--- src/design/assert_macros.svh ---
// Assertion macros used by the RTL.
`ifndef ASSERT_MACROS_SVH
`define ASSERT_MACROS_SVH

// Clocked implication or expression, quiet while reset is held.
`define ASSERT_CLK(lbl, prop, msg) \
  lbl: assert property (@(posedge clk) disable iff (!rst_n) prop) else $error(msg);

// Expression must never be true on a clock edge outside reset.
`define ASSERT_NEVER(lbl, expr, msg) \
  `ASSERT_CLK(lbl, !(expr), msg)

`endif

--- src/design/lstq_pkg.sv ---
// Types and constants for the line sensor turn qualifier.
`timescale 1ns / 1ps

package lstq_pkg;

  localparam int SAMPLE_BITS = 12;
  localparam int DEB_BITS    = 8;
  localparam int ARM_BITS    = 4;
  localparam int CFG_W       = SAMPLE_BITS;
  localparam int CFG_IDX_W   = 3;
  localparam int NUM_SENSORS = 6;

  localparam int IN_W        = NUM_SENSORS * SAMPLE_BITS + 1;
  localparam int IN_TDATA_W  = ((IN_W + 7) / 8) * 8;
  localparam int OUT_W       = 2 + NUM_SENSORS + 3;
  localparam int OUT_TDATA_W = ((OUT_W + 7) / 8) * 8;

  localparam logic [SAMPLE_BITS-1:0] TURN_MIN_RST  = SAMPLE_BITS'(2);
  localparam logic [SAMPLE_BITS-1:0] TURN_MAX_RST  = SAMPLE_BITS'(450);
  localparam logic [SAMPLE_BITS-1:0] TURN_HYST_RST = SAMPLE_BITS'(16);
  localparam logic [SAMPLE_BITS-1:0] TRIM_MIN_RST  = SAMPLE_BITS'(10);
  localparam logic [SAMPLE_BITS-1:0] TRIM_MAX_RST  = SAMPLE_BITS'(100);
  localparam logic [DEB_BITS-1:0]    DEB_RST       = DEB_BITS'(5);
  localparam logic [ARM_BITS-1:0]    ARM_RST       = ARM_BITS'(4);
  localparam logic [DEB_BITS-1:0]    DEB_SAT       = '1;

  typedef enum logic [1:0] {
    DIR_STRAIGHT = 2'd0,
    DIR_LEFT     = 2'd1,
    DIR_RIGHT    = 2'd2
  } dir_t;

  typedef enum logic [CFG_IDX_W-1:0] {
    REG_TURN_MIN  = 3'd0,
    REG_TURN_MAX  = 3'd1,
    REG_TURN_HYST = 3'd2,
    REG_TRIM_MIN  = 3'd3,
    REG_TRIM_MAX  = 3'd4,
    REG_DEBOUNCE  = 3'd5,
    REG_ARM_CLEAR = 3'd6
  } cfg_idx_t;

endpackage

--- src/design/line_sensor_turn_qualifier.sv ---
// Line sensor turn qualifier: band tests, debounce, arming, held turn request and trim.
`timescale 1ns / 1ps
`include "assert_macros.svh"

// One item carries six sensor peak-to-peak samples and a turn-done flag and
// gives one result: the held turn direction, the on-line mask and a steering
// trim. An item goes into an input register, is judged by shallow compare and
// count logic, and its result and the updated tracking state are written in
// the same cycle into the result register. The path has two register stages,
// the input register and the result register; out_tvalid rises when the
// item moves from the input to the result register. One item is taken
// every cycle while the result side keeps up; a stall on out_tready holds the
// result register and then the input register, and in_tready drops only when
// both are full. The sustained rate is one item per cycle, set by the single
// compute stage. Turn sensors (left, right) use a band with hysteresis, the
// other four a plain open band. A turn request needs the side debounced for
// debounce_ticks items and the block armed by arm_clear_ticks items with both
// turn sensors off line; left wins a tie. The request holds until turn_done,
// which clears it before the rest of that item is judged. Configuration is
// written through cfg_wr_en, cfg_index, cfg_wdata, by the user only while the
// block is idle (the block does not enforce it); unknown indexes are ignored.
module line_sensor_turn_qualifier (
  input  logic                               clk,
  input  logic                               rst_n,
  // Input item: left_turn_sample, right_turn_sample, center_sample,
  // trim_a_sample, trim_b_sample, trim_c_sample, turn_done, zero pad
  input  logic                               in_tvalid,
  output logic                               in_tready,
  input  logic [lstq_pkg::IN_TDATA_W-1:0]    in_tdata,
  // Result item: direction, on_line_mask, steer_trim, zero pad
  output logic                               out_tvalid,
  input  logic                               out_tready,
  output logic [lstq_pkg::OUT_TDATA_W-1:0]   out_tdata,
  input  logic                               cfg_wr_en,
  input  logic [lstq_pkg::CFG_IDX_W-1:0]     cfg_index,
  input  logic [lstq_pkg::CFG_W-1:0]         cfg_wdata
);

  localparam int SB = lstq_pkg::SAMPLE_BITS;
  localparam int DB = lstq_pkg::DEB_BITS;
  localparam int AB = lstq_pkg::ARM_BITS;

  // configuration
  logic [SB-1:0] turn_min_r, turn_max_r, turn_hyst_r, trim_min_r, trim_max_r;
  logic [DB-1:0] deb_ticks_r;
  logic [AB-1:0] arm_ticks_r;

  always_ff @(posedge clk) begin
    if (!rst_n) begin
      turn_min_r  <= lstq_pkg::TURN_MIN_RST;
      turn_max_r  <= lstq_pkg::TURN_MAX_RST;
      turn_hyst_r <= lstq_pkg::TURN_HYST_RST;
      trim_min_r  <= lstq_pkg::TRIM_MIN_RST;
      trim_max_r  <= lstq_pkg::TRIM_MAX_RST;
      deb_ticks_r <= lstq_pkg::DEB_RST;
      arm_ticks_r <= lstq_pkg::ARM_RST;
    end else if (cfg_wr_en) begin
      unique case (cfg_index)
        lstq_pkg::REG_TURN_MIN:  turn_min_r  <= cfg_wdata[SB-1:0];
        lstq_pkg::REG_TURN_MAX:  turn_max_r  <= cfg_wdata[SB-1:0];
        lstq_pkg::REG_TURN_HYST: turn_hyst_r <= cfg_wdata[SB-1:0];
        lstq_pkg::REG_TRIM_MIN:  trim_min_r  <= cfg_wdata[SB-1:0];
        lstq_pkg::REG_TRIM_MAX:  trim_max_r  <= cfg_wdata[SB-1:0];
        lstq_pkg::REG_DEBOUNCE:  deb_ticks_r <= cfg_wdata[DB-1:0];
        lstq_pkg::REG_ARM_CLEAR: arm_ticks_r <= cfg_wdata[AB-1:0];
        default: ;
      endcase
    end
  end

  // pipeline handshake
  logic                    in_valid_r;
  logic [lstq_pkg::IN_W-1:0] in_data_r;
  logic                    out_valid_r;
  logic                    advance;

  assign advance   = in_valid_r && (!out_valid_r || out_tready);
  assign in_tready = !in_valid_r || advance;

  always_ff @(posedge clk) begin
    if (!rst_n) begin
      in_valid_r <= 1'b0;
    end else if (in_tready) begin
      in_valid_r <= in_tvalid;
    end
  end

  always_ff @(posedge clk) begin
    if (in_tready && in_tvalid) begin
      in_data_r <= in_tdata[lstq_pkg::IN_W-1:0];
    end
  end

  // field split
  logic [SB-1:0] vl, vr, vc, va, vb, vt;
  logic          done;

  assign vl   = in_data_r[0*SB +: SB];
  assign vr   = in_data_r[1*SB +: SB];
  assign vc   = in_data_r[2*SB +: SB];
  assign va   = in_data_r[3*SB +: SB];
  assign vb   = in_data_r[4*SB +: SB];
  assign vt   = in_data_r[5*SB +: SB];
  assign done = in_data_r[6*SB];

  // tracking state
  logic          left_hyst_r, right_hyst_r;
  logic [DB-1:0] left_cnt_r, right_cnt_r;
  logic [AB-1:0] arm_cnt_r;
  logic          armed_r, latched_r;
  lstq_pkg::dir_t held_dir_r;

  logic          left_hyst_nxt, right_hyst_nxt;
  logic [DB-1:0] left_cnt_nxt, right_cnt_nxt;
  logic [AB-1:0] arm_cnt_nxt;
  logic          armed_nxt, latched_nxt;
  lstq_pkg::dir_t held_dir_nxt;

  logic [SB:0]   upper_exit;
  logic          l_enter, l_leave, r_enter, r_leave;
  logic          s_c, s_a, s_b, s_t;
  logic          left_settled, right_settled, any_now;
  logic signed [2:0] trim_nxt;

  // exit threshold above the band, kept one bit wider
  assign upper_exit = {1'b0, turn_max_r} + {1'b0, turn_hyst_r};

  assign l_enter = (vl > turn_min_r) && (vl < turn_max_r);
  assign l_leave = ({1'b0, vl} > upper_exit) ||
                   (({1'b0, vl} + {1'b0, turn_hyst_r}) < {1'b0, turn_min_r});
  assign r_enter = (vr > turn_min_r) && (vr < turn_max_r);
  assign r_leave = ({1'b0, vr} > upper_exit) ||
                   (({1'b0, vr} + {1'b0, turn_hyst_r}) < {1'b0, turn_min_r});

  assign left_hyst_nxt  = left_hyst_r  ? !l_leave : l_enter;
  assign right_hyst_nxt = right_hyst_r ? !r_leave : r_enter;

  assign s_c = (vc > trim_min_r) && (vc < trim_max_r);
  assign s_a = (va > trim_min_r) && (va < trim_max_r);
  assign s_b = (vb > trim_min_r) && (vb < trim_max_r);
  assign s_t = (vt > trim_min_r) && (vt < trim_max_r);

  // saturating debounce counters
  assign left_cnt_nxt  = !left_hyst_nxt  ? '0 :
                         (left_cnt_r  == lstq_pkg::DEB_SAT) ? left_cnt_r  : left_cnt_r  + 1'b1;
  assign right_cnt_nxt = !right_hyst_nxt ? '0 :
                         (right_cnt_r == lstq_pkg::DEB_SAT) ? right_cnt_r : right_cnt_r + 1'b1;

  assign left_settled  = left_cnt_nxt  >= deb_ticks_r;
  assign right_settled = right_cnt_nxt >= deb_ticks_r;
  assign any_now       = left_settled || right_settled;

  always_comb begin
    logic           armed_mid;
    lstq_pkg::dir_t dir_mid;
    // arming: count both-clear items, hold at the target
    arm_cnt_nxt = arm_cnt_r;
    armed_mid   = armed_r;
    if (!left_hyst_nxt && !right_hyst_nxt) begin
      if (arm_cnt_r < arm_ticks_r) arm_cnt_nxt = arm_cnt_r + 1'b1;
      if (arm_cnt_nxt >= arm_ticks_r) armed_mid = 1'b1;
    end else begin
      arm_cnt_nxt = '0;
    end

    // turn-done acts first
    dir_mid      = done ? lstq_pkg::DIR_STRAIGHT : held_dir_r;
    held_dir_nxt = dir_mid;
    latched_nxt  = latched_r;
    armed_nxt    = armed_mid;
    if (dir_mid == lstq_pkg::DIR_STRAIGHT) begin
      if (armed_mid && !latched_r && any_now) begin
        held_dir_nxt = left_settled ? lstq_pkg::DIR_LEFT : lstq_pkg::DIR_RIGHT;
        latched_nxt  = 1'b1;
        armed_nxt    = 1'b0;
      end else if (!any_now) begin
        latched_nxt  = 1'b0;
      end
    end else begin
      latched_nxt = 1'b1;
    end
  end

  // steering trim, trim_c side first
  always_comb begin
    priority if (s_t && s_a && !s_b)  trim_nxt = 3'sd1;
    else if (s_t && s_b && !s_a)      trim_nxt = -3'sd1;
    else if (!s_t && s_a && !s_b)     trim_nxt = 3'sd2;
    else if (!s_t && s_b && !s_a)     trim_nxt = -3'sd2;
    else                              trim_nxt = 3'sd0;
  end

  always_ff @(posedge clk) begin
    if (!rst_n) begin
      left_hyst_r  <= 1'b0;
      right_hyst_r <= 1'b0;
      left_cnt_r   <= '0;
      right_cnt_r  <= '0;
      arm_cnt_r    <= '0;
      armed_r      <= 1'b0;
      latched_r    <= 1'b0;
      held_dir_r   <= lstq_pkg::DIR_STRAIGHT;
    end else if (advance) begin
      left_hyst_r  <= left_hyst_nxt;
      right_hyst_r <= right_hyst_nxt;
      left_cnt_r   <= left_cnt_nxt;
      right_cnt_r  <= right_cnt_nxt;
      arm_cnt_r    <= arm_cnt_nxt;
      armed_r      <= armed_nxt;
      latched_r    <= latched_nxt;
      held_dir_r   <= held_dir_nxt;
    end
  end

  // result register
  logic [lstq_pkg::OUT_W-1:0] out_data_r;

  always_ff @(posedge clk) begin
    if (!rst_n) begin
      out_valid_r <= 1'b0;
    end else if (advance) begin
      out_valid_r <= 1'b1;
    end else if (out_tready) begin
      out_valid_r <= 1'b0;
    end
  end

  always_ff @(posedge clk) begin
    if (advance) begin
      out_data_r <= {trim_nxt, s_t, s_b, s_a, s_c, right_hyst_nxt, left_hyst_nxt,
                     held_dir_nxt};
    end
  end

  assign out_tvalid = out_valid_r;
  assign out_tdata  = {{(lstq_pkg::OUT_TDATA_W - lstq_pkg::OUT_W){1'b0}}, out_data_r};

  // checks
  `ASSERT_CLK(a_held_implies_latched, held_dir_r != lstq_pkg::DIR_STRAIGHT |-> latched_r, "turn held without latch")
  `ASSERT_CLK(a_take_disarms, (held_dir_r != lstq_pkg::DIR_STRAIGHT && $past(held_dir_r) == lstq_pkg::DIR_STRAIGHT && $past(rst_n)) |-> !armed_r, "new turn left block armed")
  `ASSERT_NEVER(a_mask_tracks_hyst, out_valid_r && (out_data_r[3:2] != {right_hyst_r, left_hyst_r}), "mask turn bits differ from hysteresis state")

endmodule
--- config.mk ---
export PLATFORM = sky130hd
export DESIGN_NAME = line_sensor_turn_qualifier
export DESIGN_NICKNAME = d
export VERILOG_FILES = /design/src/design/lstq_pkg.sv /design/src/design/line_sensor_turn_qualifier.sv
export VERILOG_INCLUDE_DIRS = /design/src /design/src/design
export SDC_FILE = /design/constraint.sdc
export NUM_CORES = 1
export LEC_CHECK = 0
export BUFFER_PORTS_ARGS = -buffer_cell sky130_fd_sc_hd__buf_4
export CAP_MARGIN = 20
export CORE_MARGIN = 5
export CORE_UTILIZATION = 40
export CTS_BUF_LIST = sky130_fd_sc_hd__clkbuf_4 sky130_fd_sc_hd__clkbuf_8 sky130_fd_sc_hd__clkbuf_16
export DETAILED_ROUTE_END_ITERATION = 7
export PLACE_DENSITY = 0.61
export SYNTH_ARGS = -nofsm -noshare
export SYNTH_HDL_FRONTEND = slang
export SYNTH_SLANG_ARGS = --single-unit
--- constraint.sdc ---
create_clock -name clk -period 5.3 [get_ports clk]
set_input_delay 0.53 -clock clk [delete_from_list [all_inputs] [get_ports clk]]
set_output_delay 0.53 -clock clk [all_outputs]
set_load 0.02 [all_outputs]
Word level (Yosys, flattened, before mapping)

Cells that the tools add are included.
W data, S select, Z words.

Muxes and demuxes: 25
Reductions and logical operators: 46
Add/subtract/negate cells: 6
Equal/unequal tests: 9
Magnitude comparators: 20

Operator list:

| kind                  | number |
|---|---|
| $gt A12 B12 Y1        | 6 |
| $lt A12 B12 Y1        | 6 |
| $add A12 B12 Y13      | 3 |
| $mux W8               | 4 |
| $gt A12 B13 Y1        | 2 |
| $lt A13 B12 Y1        | 2 |
| $logic_and A1 B1 Y1   | 19 |
| $add A8 B1 Y8 const B | 2 |
| $eq A8 B8 Y1 const B  | 2 |
| $ge A8 B8 Y1          | 2 |
| $reduce_and A2 Y1     | 8 |
| $mux W4               | 3 |
| $mux W1               | 11 |
| $logic_not A1 Y1      | 10 |
| $eq A3 B3 Y1 const B  | 3 |
| $mux W3               | 3 |
| $mux W2               | 4 |
| $eq A3 B2 Y1 const B  | 2 |
| $logic_or A1 B1 Y1    | 5 |
| $add A4 B1 Y4 const B | 1 |
| $ge A4 B4 Y1          | 1 |
| $lt A4 B4 Y1          | 1 |
| $eq A3 B1 Y1 const B  | 1 |
| $logic_not A3 Y1      | 1 |
| 4 further kinds       | 4 |

Flip-flop bits (word level): 184
Input bits: 100
Logic and storage cells: 127

Longest topological paths before layout

Gate-level depths: netlist of run 1.

Depth in word-level cells: 15
Mapped depth: 31
Mapped depth without buffers: 31

Worst setup path before layout of run 1

Ideal clock, no wire load.

Kind: reg-to-reg
Start point: reg in_data_r[1] (netlist bit)
End point: reg latched_r
Slack: 0.078 ns
Data arrival time: 5.103 ns
Buffers on the path: 1
Clock period less this slack: 5.222 ns
Stages on the path, launching flop included: 30
Path through: edfxtp_1 ha_1 a21o_1 a21oi_1 o21bai_1 a21oi_1 o21bai_1 a21oi_1 nor2b_1 o21a_1 nor2_1 xnor2_1 ha_1 o21a_1 o21ai_0 a21oi_1 a2111oi_0 o211ai_1 a21oi_1 a41o_1 buf_2 a31oi_1 o21a_1 ha_1 a2111oi_0 o21ai_0 a21o_1 nor3_1 nor2_1 o31a_1

Elaborated cells on any way between the ends: 21

RTL lines:

| what                                                   | RTL line                          | source |
|---|---|---|
| from (decl)                                            | line_sensor_turn_qualifier.sv:73  | `logic [lstq_pkg::IN_W-1:0] in_data_r;` |
| from (signal assigned)                                 | line_sensor_turn_qualifier.sv:90  | `in_data_r <= in_tdata[lstq_pkg::IN_W-1:0];` |
| $add A12 B12 Y13                                       | line_sensor_turn_qualifier.sv:130 | `(({1'b0, vl} + {1'b0, turn_hyst_r}) < {1'b0, turn_min_r});` |
| $lt A13 B12 Y1                                         | line_sensor_turn_qualifier.sv:130 |  |
| $logic_or A1 B1 Y1                                     | line_sensor_turn_qualifier.sv:129 | `assign l_leave = ({1'b0, vl} > upper_exit) \|\|` |
| $logic_not A1 Y1                                       | line_sensor_turn_qualifier.sv:135 | `assign left_hyst_nxt = left_hyst_r ? !l_leave : l_enter;` |
| $mux W1 (*)                                            | line_sensor_turn_qualifier.sv:135 |  |
| $mux W8 (*)                                            | line_sensor_turn_qualifier.sv:144 | `assign left_cnt_nxt = !left_hyst_nxt ? '0 :` |
| net left_cnt_nxt[5]                                    | line_sensor_turn_qualifier.sv:114 | `logic [DB-1:0] left_cnt_nxt, right_cnt_nxt;` |
| $ge A8 B8 Y1 (*)                                       | line_sensor_turn_qualifier.sv:149 | `assign left_settled = left_cnt_nxt >= deb_ticks_r;` |
| $logic_or A1 B1 Y1 (*)                                 | line_sensor_turn_qualifier.sv:151 | `assign any_now = left_settled \|\| right_settled;` |
| $logic_and A1 B1 Y1                                    | line_sensor_turn_qualifier.sv:172 | `if (armed_mid && !latched_r && any_now) begin` |
| $ne A3 B2 Y1 (no line) or $mux W1 (tied branches)      | n/a                               |  |
| $reduce_and A2 Y1 (no line) or $mux W1 (tied branches) | n/a                               |  |
| to (signal assigned)                                   | line_sensor_turn_qualifier.sv:210 | `latched_r <= latched_nxt;` |
| to (decl)                                              | line_sensor_turn_qualifier.sv:110 | `logic armed_r, latched_r;` |

Mark *: on every way through the listed nets, which the timed path passes. The rest lies on a longest branch.
A chain may end at the register's enable or synchronous reset.

Worst setup path in the final report of run 1

Start point: reg turn_hyst_r[2]
End point: reg out_data_r[1] (netlist bit), data pin

Cells in the longest elaborated chain, start to end: 12
Elaborated cells on any way between the ends: 27

Ends and longest elaborated chain:

| what                                                                      | RTL line                          | source |
|---|---|---|
| from (decl)                                                               | line_sensor_turn_qualifier.sv:44  | `logic [SB-1:0] turn_min_r, turn_max_r, turn_hyst_r, trim_min_r, trim_max_r;` |
| from (signal assigned)                                                    | line_sensor_turn_qualifier.sv:52  | `turn_hyst_r <= lstq_pkg::TURN_HYST_RST;` |
| from (signal assigned)                                                    | line_sensor_turn_qualifier.sv:61  | `lstq_pkg::REG_TURN_HYST: turn_hyst_r <= cfg_wdata[SB-1:0];` |
| parallel branches: the longest is 10 deep, another holds $add A12 B12 Y13 | n/a                               |  |
| $mux W2 (*)                                                               | line_sensor_turn_qualifier.sv:172 |  |
| $mux W2 (*)                                                               | line_sensor_turn_qualifier.sv:171 | `if (dir_mid == lstq_pkg::DIR_STRAIGHT) begin` |
| net held_dir_nxt[1]                                                       | line_sensor_turn_qualifier.sv:117 | `lstq_pkg::dir_t held_dir_nxt;` |
| to (signal assigned)                                                      | line_sensor_turn_qualifier.sv:230 | `out_data_r <= {trim_nxt, s_t, s_b, s_a, s_c, right_hyst_nxt, left_hyst_nxt,` |
| to (decl)                                                                 | line_sensor_turn_qualifier.sv:216 | `logic [lstq_pkg::OUT_W-1:0] out_data_r;` |

Mark *: on every way through the listed nets, which the timed path passes.

==> out/qor.csv, run 1 <==
stage;metric;value;unit
placement;# port buffers;105;
grt;Global Route met2 Usage;32.9;%
critical_path;critical path depth;29;
floorplanning;Row Count;65;
sta;RSZ-0062 raised after global routing;true;
power;VDD IR-drop max;0.253;mV
placement;HPWL after DPL;26800;um
placement;Inst Count DP;1913;
layout;Area Growth Syn to Fin;20.4;%
grt;initial antenna violation count;1;
sta;final setup fails;0;
drt;DR iter-0 viols;487;
cts;CTS tree;yes;
cts;CTS Sinks;184;
drt;DR vias/cell;5.41;
synthesis;Synth Flop Type;dfxtp_1;
critical_path;Setup CP Type;register to register;
synthesis;Synth Instances;1382;
critical_path;critical path peak fanout;4;
layout;Core Util, Final;48.8;%
drt;WL/cell;17.7;um
sta;Max Slew Vio Count;0;
drt;via count;10600;
synthesis;count of state elements after synthesis;184;
critical_path;Buffers & Inverters on Critical Path;3;
power;Flop pwr share;44.5;%
synthesis;synth warn;0;
synthesis;asr flop ratio synth;0;%
sta;Final WS setup;21.6;ps
floorplanning;Die Y;189;um
critical_path;crit-path most repeated cell;a21o_1;
cts;clock latency at the later pin of the worst-skew pair;460;ps
power;Power per Cell Area;232;nW/um^2
grt;met3 GRT Util;3.45;%
synthesis;Cell Area, Synth;12800;sq um
power;Sw Share;30.2;%
grt;first-pass GRT wire length;54800;um
layout;share of cells above drive strength 1;18.2;%
drt;Routed Wire Length;34500;um
sta;crit share post-route;99.6;%
sta;min Tclk post-route;5280;ps
power;total power;3.57;mW
grt;met1 GRT Util;24.7;%
critical_path;worst path required time;5520;ps
critical_path;CP max stage delay;410;ps
grt;Total GRT Usage;19.2;%
floorplanning;Starting Density;40.6;%
sta;setup TNS;0;ps
layout;sequential cell area;4530;sq um
job;max-cap viol count;0;
critical_path;Top delay family on crit path;compound AO/OA/AOI/OAI gates;
cts;Reg clk slew, reported paths;90;ps
cts;buffer depth of the longest clock path;2;
sta;Worst slew margin;36.6;%
run_status;outcome;finished, final reports clean;
layout;Nets;1887;
power;NetSw;1.08;mW
power;Leak;6.55;nW
critical_path;Worst Path Arrival;5490;ps
synthesis;post-synthesis cell type count;69;
critical_path;worst reg-to-reg path cell count;29;
grt;largest net degree at the start of global routing;66;
cts;htree depth;4;
synthesis;Post-synth EDFFs;84;
placement;GPL Wtd Cong;0.890;
floorplanning;chip width;189;um
grt;total congestion overflow;0;
layout;fill count;2916;
sta;final hold vios;0;
floorplanning;core area;31600;sq um
sta;skew final;14.7;ps
layout;Multi-input gate area;8140;sq um
critical_path;Slowest cell on crit path;dfxtp_2;
placement;worst slack at placement;-487;ps
drt;drc violations;0;
grt;vias in the first global route;10700;
hold_path;hold crit path type;input port to register;
critical_path;CP Capture Type;register;
power;Comb power frac;17.8;%
power;Clk pwr share;37.7;%
floorplanning;die area;35700;sq um
drt;Final ANT Viol Nets;0;
cts;hold buffer count at cts;0;
layout;Layout Cells excl Fill;1956;
synthesis;mean post-synth cell area;9.26;sq um
drt;TritonRoute pass-1 iters;5;
sta;max frequency;189;MHz
sta;Worst Tran Pin Value;950;ps
cts;CTS buffer count;17;
cts;clock root buffer;clkbuf_16;
hold_path;hold path depth;1;
grt;most crowded layer after global routing;met2;
floorplanning;Ports;118;
power;Power Internal;2.49;mW
synthesis;post-synthesis sequential area ratio;35.4;%
critical_path;CP Launch Type;register;
==> synth_stat cells, types with 12 or more instances <==
cell type    n  area (sq um)
ha_1       244          3050
nand2_1    180           676
a21oi_1    149           746
dfxtp_1    100          2000
edfxtp_1    84          2520
inv_1       83           312
nor2_1      72           270
o21ai_0     51           255
a21o_1      45           338
nand3_1     32           160
nor2b_1     31           194
o21a_1      27           203
clkbuf_1    25          93.8
nand4_1     24           150
nand2b_1    23           144
o211ai_1    23           173
xnor2_1     22           193
nor3_1      20           100
a211oi_1    13          97.6
xor2_1      12           105
==> what timing repair did <==
item	in CTS	in global routing
pin swaps	37	50
buffers inserted	7	2
setup endpoints to repair	6	6
resized for setup	46	41
==> flip-flops by register name, indices dropped and copies added (netlist names) <==
signal / cells
in_data_r: 73
trim_max_r: 12
trim_min_r: 12
turn_hyst_r: 12
turn_max_r: 12
turn_min_r: 12
out_data_r: 11
deb_ticks_r: 8
left_cnt_r: 8
right_cnt_r: 8
arm_cnt_r: 4
arm_ticks_r: 4
held_dir_r: 2
armed_r: 1
in_valid_r: 1
latched_r: 1
left_hyst_r: 1
out_tvalid: 1
right_hyst_r: 1
==> power groups by stage <==
stage	registers [mW]	clock network, mW	logic [mW]
after floorplan	1.61	0	0.377
after global placement	1.62	0	0.579
after detailed placement	1.62	0	0.596
after CTS	1.59	1.38	0.616
after global routing	1.60	1.44	0.718
final	1.59	1.35	0.636
==> final timing paths <==
kind                            slack [ps]            from            end
worst max-delay path                    20  turn_hyst_r[2]  out_data_r[1]
worst min-delay path                   240     in_tdata[9]   in_data_r[9]
worst min register to register         460   turn_min_r[7]  turn_min_r[7]
worst max register to register          20  turn_hyst_r[2]  out_data_r[1]
==> routing by layer <==
layer,vias up,share of wire [%],wire [um]
met2,232,48,16500
met5,-,0,0
li1,5355,-,-
met1,4953,46,15900
met3,51,3.5,1220
met4,0,2.6,890
==> metrics by stage <==
stage                     instance area [sq um]  hold WS, ps
after floorplan                           12800          436
after global placement                    14400          443
after detailed placement                  14400          448
after CTS                                 15200          221
after global routing                      15400          222
final                                     15400          241
==> logic make-up (layout without fill, tap and decap cells) <==
logic type	Yosys count	in the layout	share of synthesized area [%]
flip-flops	184	184	35.4
multiplexers	6	6	0.479
XOR/XNOR	34	34	2.33
buffers and inverters	121	288	3.79
AND/OR/NAND/NOR	415	415	15.1
adder cells (fa/ha/maj)	248	248	24.4
other	1	6	0.0293
AO/OA/AOI/OAI	373	373	18.5
==> layout by cell type (no fill, tap or decap), types with 23 or more instances in the layout <==
master    synthesis  layout
o21ai_0          51      47
a21o_1           45      45
nor2b_1          31      30
a21oi_1         149     138
inv_1            83      79
ha_1            244     237
dfxtp_1         100      96
nand2_1         180     177
nor2_1           72      68
edfxtp_1         84      84
nand3_1          32      32
buf_4             6     166
o21a_1           27      27
nand4_1          24      24
o211ai_1         23      23
==> cell type report <==
type                            count  area share, %
Antenna cell                        1         0.0162
Clock buffer                       17           2.76
Clock inverter                     15           1.21
Inverter                           85           2.09
Multi-Input combinational cell   1081           52.8
Sequential cell                   184           29.4
Tap cell                          402           3.26
Timing Repair Buffer              171           8.45
Power figures use the tool's default switching activity.
==> run 2, diff against run 1 <==
Settings changed: BUFFER_PORTS_ARGS -buffer_cell sky130_fd_sc_hd__buf_4 to default, DONT_BUFFER_PORTS from default to 1, PLACE_DENSITY 0.61 to 0.57.
==> run 2 against run 1 <==
Effect of this change:
- the flow now finishes with violations (negative setup slack)
- sequential share of layout area rose by 1.5 points
- cell count fell by 4.9%
- register-to-register slack got worse by 70 ps
- critical path type unchanged
- clock power barely moved
- core utilization fell by 2.5 points
- design area fell by 5.0%
- setup slack got worse by 71 ps
- largest power group unchanged
==> out/qor.csv, run 2 (synthesis results as in run 1) <==
stage;metric;value;unit
run_status;outcome;complete, but fails checks;
run_status;failing checks;negative setup slack;
drt;Routed Wire Length;34800;um
cts;Reg clk slew, reported paths;80;ps
sta;Worst Tran Pin Value;1040;ps
grt;first-pass GRT wire length;55600;um
drt;drc violations;0;
floorplanning;Starting Density;40.6;%
placement;# port buffers;0;
job;max-cap viol count;0;
sta;final setup fails;2;
drt;Final ANT Viol Nets;0;
layout;Largest register FFs;73;
critical_path;CP Launch Type;register;
layout;Area Growth Syn to Fin;14.4;%
cts;hold buffer count at cts;0;
drt;via count;10200;
layout;commonest non-fill, non-tap cells in the layout;ha_1 (238), nand2_1 (177), a21oi_1 (139);
floorplanning;chip width;189;um
power;Flop pwr share;46.1;%
hold_path;hold crit path type;input port to register;
grt;Total GRT Usage;19.7;%
power;Leak;6.05;nW
power;Clk pwr share;37.9;%
grt;total congestion overflow;0;
cts;htree depth;4;
critical_path;CP Capture Type;register;
floorplanning;core area;31600;sq um
drt;WL/cell;18.7;um
layout;share of cells above drive strength 1;12.1;%
drt;DR vias/cell;5.50;
layout;fill count;2998;
sta;Worst slew margin;30.6;%
placement;worst slack at placement;-335;ps
layout;Largest Register;in_data_r;
placement;GPL Wtd Cong;0.881;
cts;CTS buffer count;17;
critical_path;Worst Path Arrival;5670;ps
cts;CTS tree;yes;
floorplanning;Row Count;65;
sta;crit share post-route;101;%
sta;RSZ-0062 raised after global routing;true;
floorplanning;die area;35700;sq um
critical_path;crit-path most repeated cell;a21oi_2;
hold_path;hold path depth;1;
cts;clock root buffer;clkbuf_16;
placement;HPWL after DPL;26600;um
critical_path;worst reg-to-reg path cell count;29;
sta;min Tclk post-route;5350;ps
power;Sw Share;29.8;%
cts;clock latency at the later pin of the worst-skew pair;460;ps
sta;Max Slew Vio Count;0;
sta;final hold vios;0;
drt;DR iter-0 viols;549;
critical_path;Slowest cell on crit path;edfxtp_1;
grt;largest net degree at the start of global routing;75;
layout;most common cell after layout, fill and taps aside;ha_1;
sta;skew final;13.5;ps
critical_path;Setup CP Type;register to register;
grt;initial antenna violation count;3;
power;Power Internal;2.44;mW
layout;Nets;1791;
cts;CTS Sinks;184;
sta;Final WS setup;-49.0;ps
critical_path;CP max stage delay;440;ps
power;total power;3.47;mW
power;VDD IR-drop max;0.252;mV
power;Comb power frac;16.0;%
power;Power per Cell Area;237;nW/um^2
power;NetSw;1.04;mW
critical_path;worst path required time;5630;ps
cts;buffer depth of the longest clock path;2;
drt;TritonRoute pass-1 iters;5;
grt;vias in the first global route;10400;
floorplanning;Die Y;189;um
critical_path;critical path peak fanout;4;
floorplanning;Ports;118;
sta;max frequency;187;MHz
## run 2: cell count changes in the layout (fill, tap and decap cells not counted), sizes merged
cell    before  now
buf        171   75
inv         96   95
clkinv       4    5
## run 2: routing by layer
metal	share of wire [%]	global-route usage, %	up-vias
met5	0.060	0	-
met4	2.2	5.66	4
met3	4.5	4.68	49
met2	47	32.8	209
met1	46	25.6	4790
li1	-	-	5171
## run 2: final timing paths
| path | slack (ps) | end | start |
|---|---|---|---|
| setup / recovery | -50 | out_data_r[1] | in_data_r[0] |
| hold / removal | 150 | arm_ticks_r[2] | rst_n |
| setup reg to reg | -50 | out_data_r[1] | in_data_r[0] |
| hold reg to reg | 460 | turn_min_r[2] | turn_min_r[2] |
## run 2: critical path, delay by kind of cell, from the launching register on
| kind | cells | cell delay (ps) |
|---|---|---|
| flip-flops | 1 | 440 |
| AND/OR/NAND/NOR | 5 | 570 |
| buffers and inverters | 2 | 190 |
| adder cells (fa/ha/maj) | 4 | 940 |
| XOR/XNOR | 1 | 130 |
| AO/OA/AOI/OAI | 17 | 2950 |
## run 2: timing repair
action / 4_1_cts / 5_1_grt
setup buffers: 6 / 7
pin swaps: 23 / 41
setup endpoints to repair: 6 / 6
resized for setup: 29 / 47
## run 2: metrics by stage
stage / std cells / TNS, ps / utilization, % / area [sq um] / hold WS (ps)
6_report: 1860 / -79.5 / 46.4 / 14600 / 151
5_1_grt: 1859 / -1960 / 46.4 / 14600 / 120
4_1_cts: 1852 / 0 / 45.5 / 14400 / 120
3_5_place_dp: 1814 / -1530 / 43.2 / 13600 / 448
3_3_place_gp: 1814 / -949 / 43.2 / 13600 / 443
2_1_floorplan: 1386 / 0 / - / 12800 / 436
## run 2: area by class of cell
| cell class | instances | area [sq um] | area share, % |
|---|---|---|---|
| flip-flops and latches | 184 | 4530 | 30.9 |
| clock inverters | 15 | 174 | 1.19 |
| multi-input cells | 1081 | 8110 | 55.4 |
| diodes | 1 | 2.50 | 0.0171 |
| clock buffers | 17 | 425 | 2.91 |
| repair buffers | 75 | 578 | 3.95 |
| inverters | 85 | 319 | 2.18 |
| well taps | 402 | 503 | 3.44 |
## run 2: power groups by stage
stage	Sequential (mW)	Clock, mW	Combinational [mW]
2_1_floorplan	1.61	0	0.377
3_3_place_gp	1.63	0	0.501
3_5_place_dp	1.63	0	0.516
4_1_cts	1.60	1.36	0.530
5_1_grt	1.61	1.43	0.631
6_report	1.60	1.32	0.555
==> run 3, diff against run 2 <==
Settings changed: SETUP_SLACK_MARGIN from default to 0.15.
==> run 3 against run 2 <==
Effect of this change:
- the flow now finishes without violations
- core utilization is 0.41 points higher
- critical path type unchanged
- wire length is 1.6% lower
- critical path depth stayed put
- critical endpoint is now armed_r
==> out/qor.csv, run 3 (synthesis results as in run 1) <==
stage;metric;value;unit
floorplanning;Starting Density;40.6;%
layout;Area Growth Syn to Fin;15.4;%
job;max-cap viol count;0;
drt;DR vias/cell;5.47;
hold_path;hold crit path type;input port to register;
critical_path;critical path depth;29;
cts;clock latency at the later pin of the worst-skew pair;450;ps
power;VDD IR-drop max;0.219;mV
critical_path;critical path peak fanout;6;
critical_path;CP Launch Type;register;
layout;Largest Register;in_data_r;
layout;most common cell after layout, fill and taps aside;ha_1;
sta;Worst Tran Pin Value;1020;ps
floorplanning;Die Y;189;um
floorplanning;die area;35700;sq um
placement;HPWL after DPL;26800;um
placement;GPL Wtd Cong;0.905;
drt;TritonRoute pass-1 iters;5;
grt;total congestion overflow;0;
sta;final setup fails;0;
placement;# port buffers;0;
power;Leak;6.09;nW
power;Power per Cell Area;239;nW/um^2
cts;CTS tree;yes;
power;NetSw;1.06;mW
power;Flop pwr share;45.4;%
drt;via count;10200;
drt;DR iter-0 viols;528;
layout;Nets;1795;
critical_path;R2R setup slack;9;ps
drt;WL/cell;18.4;um
critical_path;worst reg-to-reg path cell count;29;
floorplanning;Ports;118;
layout;design area;14800;sq um
sta;crit share post-route;99.8;%
grt;largest net degree at the start of global routing;74;
power;Power Internal;2.47;mW
sta;min Tclk post-route;5290;ps
floorplanning;core area;31600;sq um
layout;share of cells above drive strength 1;13.3;%
cts;CTS Sinks;184;
critical_path;Buffers & Inverters on Critical Path;3;
sta;RSZ-0062 raised after global routing;true;
floorplanning;chip width;189;um
placement;post-placement cell area;13700;sq um
power;Comb power frac;16.2;%
power;Clk pwr share;38.5;%
sta;Worst slew margin;31.8;%
cts;hold buffer count at cts;0;
cts;htree depth;4;
layout;fill count;3027;
sta;Max Slew Vio Count;0;
grt;Total GRT Usage;19.0;%
cts;CTS buffer count;17;
cts;buffer depth of the longest clock path;2;
critical_path;Top delay family on crit path;compound AO/OA/AOI/OAI gates;
critical_path;reg2reg end;armed_r;
grt;initial antenna violation count;3;
critical_path;crit-path most repeated cell;a21oi_2;
grt;first-pass GRT wire length;53300;um
critical_path;CP max stage delay;400;ps
critical_path;Worst Path Arrival;5660;ps
grt;vias in the first global route;9928;
sta;skew final;12.8;ps
drt;Routed Wire Length;34300;um
floorplanning;Row Count;65;
power;Sw Share;30.0;%
critical_path;worst path required time;5670;ps
drt;Final ANT Viol Nets;0;
layout;Largest register FFs;73;
critical_path;CP Capture Type;register;
critical_path;FF-to-FF Start;in_data_r[1];
cts;clock root buffer;clkbuf_16;
run_status;outcome;finished, final reports clean;
power;total power;3.52;mW
sta;final hold vios;0;
critical_path;critical path endpoint;armed_r;
critical_path;Critical path origin;in_data_r[1];
critical_path;Setup CP Type;register to register;
cts;Reg clk slew, reported paths;80;ps
layout;commonest non-fill, non-tap cells in the layout;ha_1 (238), nand2_1 (178), a21oi_1 (135);
critical_path;Slowest cell on crit path;edfxtp_1;
sta;max frequency;189;MHz
drt;drc violations;0;
run 3: how the worst min path moves through the flow:
stage | from | endpoint | slack [ps] | depth (start not counted)
floorplan | deb_ticks_r[1] | deb_ticks_r[1] | 440 | 2
global placement | turn_min_r[7] | turn_min_r[7] | 440 | 2
detailed placement | trim_min_r[8] | trim_min_r[8] | 450 | 2
CTS | rst_n | arm_ticks_r[2] | 130 | 1
global route | rst_n | arm_ticks_r[2] | 130 | 1
finish | rst_n | arm_ticks_r[2] | 160 | 1
run 3: final cells by class:
| type | count | area, sq um | area share [%] |
|---|---|---|---|
| flip-flops and latches | 184 | 4530 | 30.7 |
| diodes | 1 | 2.50 | 0.0169 |
| repair buffers | 79 | 619 | 4.19 |
| well taps | 402 | 503 | 3.41 |
| clock buffers | 17 | 425 | 2.88 |
| inverters | 85 | 324 | 2.19 |
| clock inverters | 15 | 210 | 1.42 |
| multi-input cells | 1081 | 8150 | 55.2 |
run 3: repair_timing:
action                                  4_1_cts  5_1_grt
cloned                                        0        0
pin swaps                                    20       48
buffers inserted                              6        7
endpoints found under the setup margin        6        6
resized for setup                            47       47
run 3: power groups by stage:
stage                     Clock [mW]  Combinational [mW]  Sequential (mW)
after floorplan                    0               0.377             1.61
after global placement             0               0.507             1.63
after detailed placement           0               0.521             1.63
after CTS                       1.39               0.544             1.60
after global routing            1.45               0.645             1.61
final                           1.35               0.569             1.60
run 3: per-layer routing:
layer  up-vias  global-route usage (%)  part of all wire (%)
met5         -                       0                 0.099
met1      4748                    24.8                    46
met3        57                    4.37                   4.6
li1       5181                       -                     -
met4         4                    6.22                   2.8
met2       208                    31.5                    46
run 3: metrics by stage:
stage | util, % | cells | TNS, ps | hold slack [ps] | setup WS, ps
floorplan | - | 1386 | 0 | 436 | 159
global placement | 43.3 | 1818 | -803 | 443 | -205
detailed placement | 43.3 | 1818 | -1490 | 447 | -321
CTS | 45.9 | 1856 | -11.4 | 127 | -6.57
global route | 46.8 | 1864 | -1040 | 129 | -232
finish | 46.8 | 1864 | 0 | 157 | 8.85
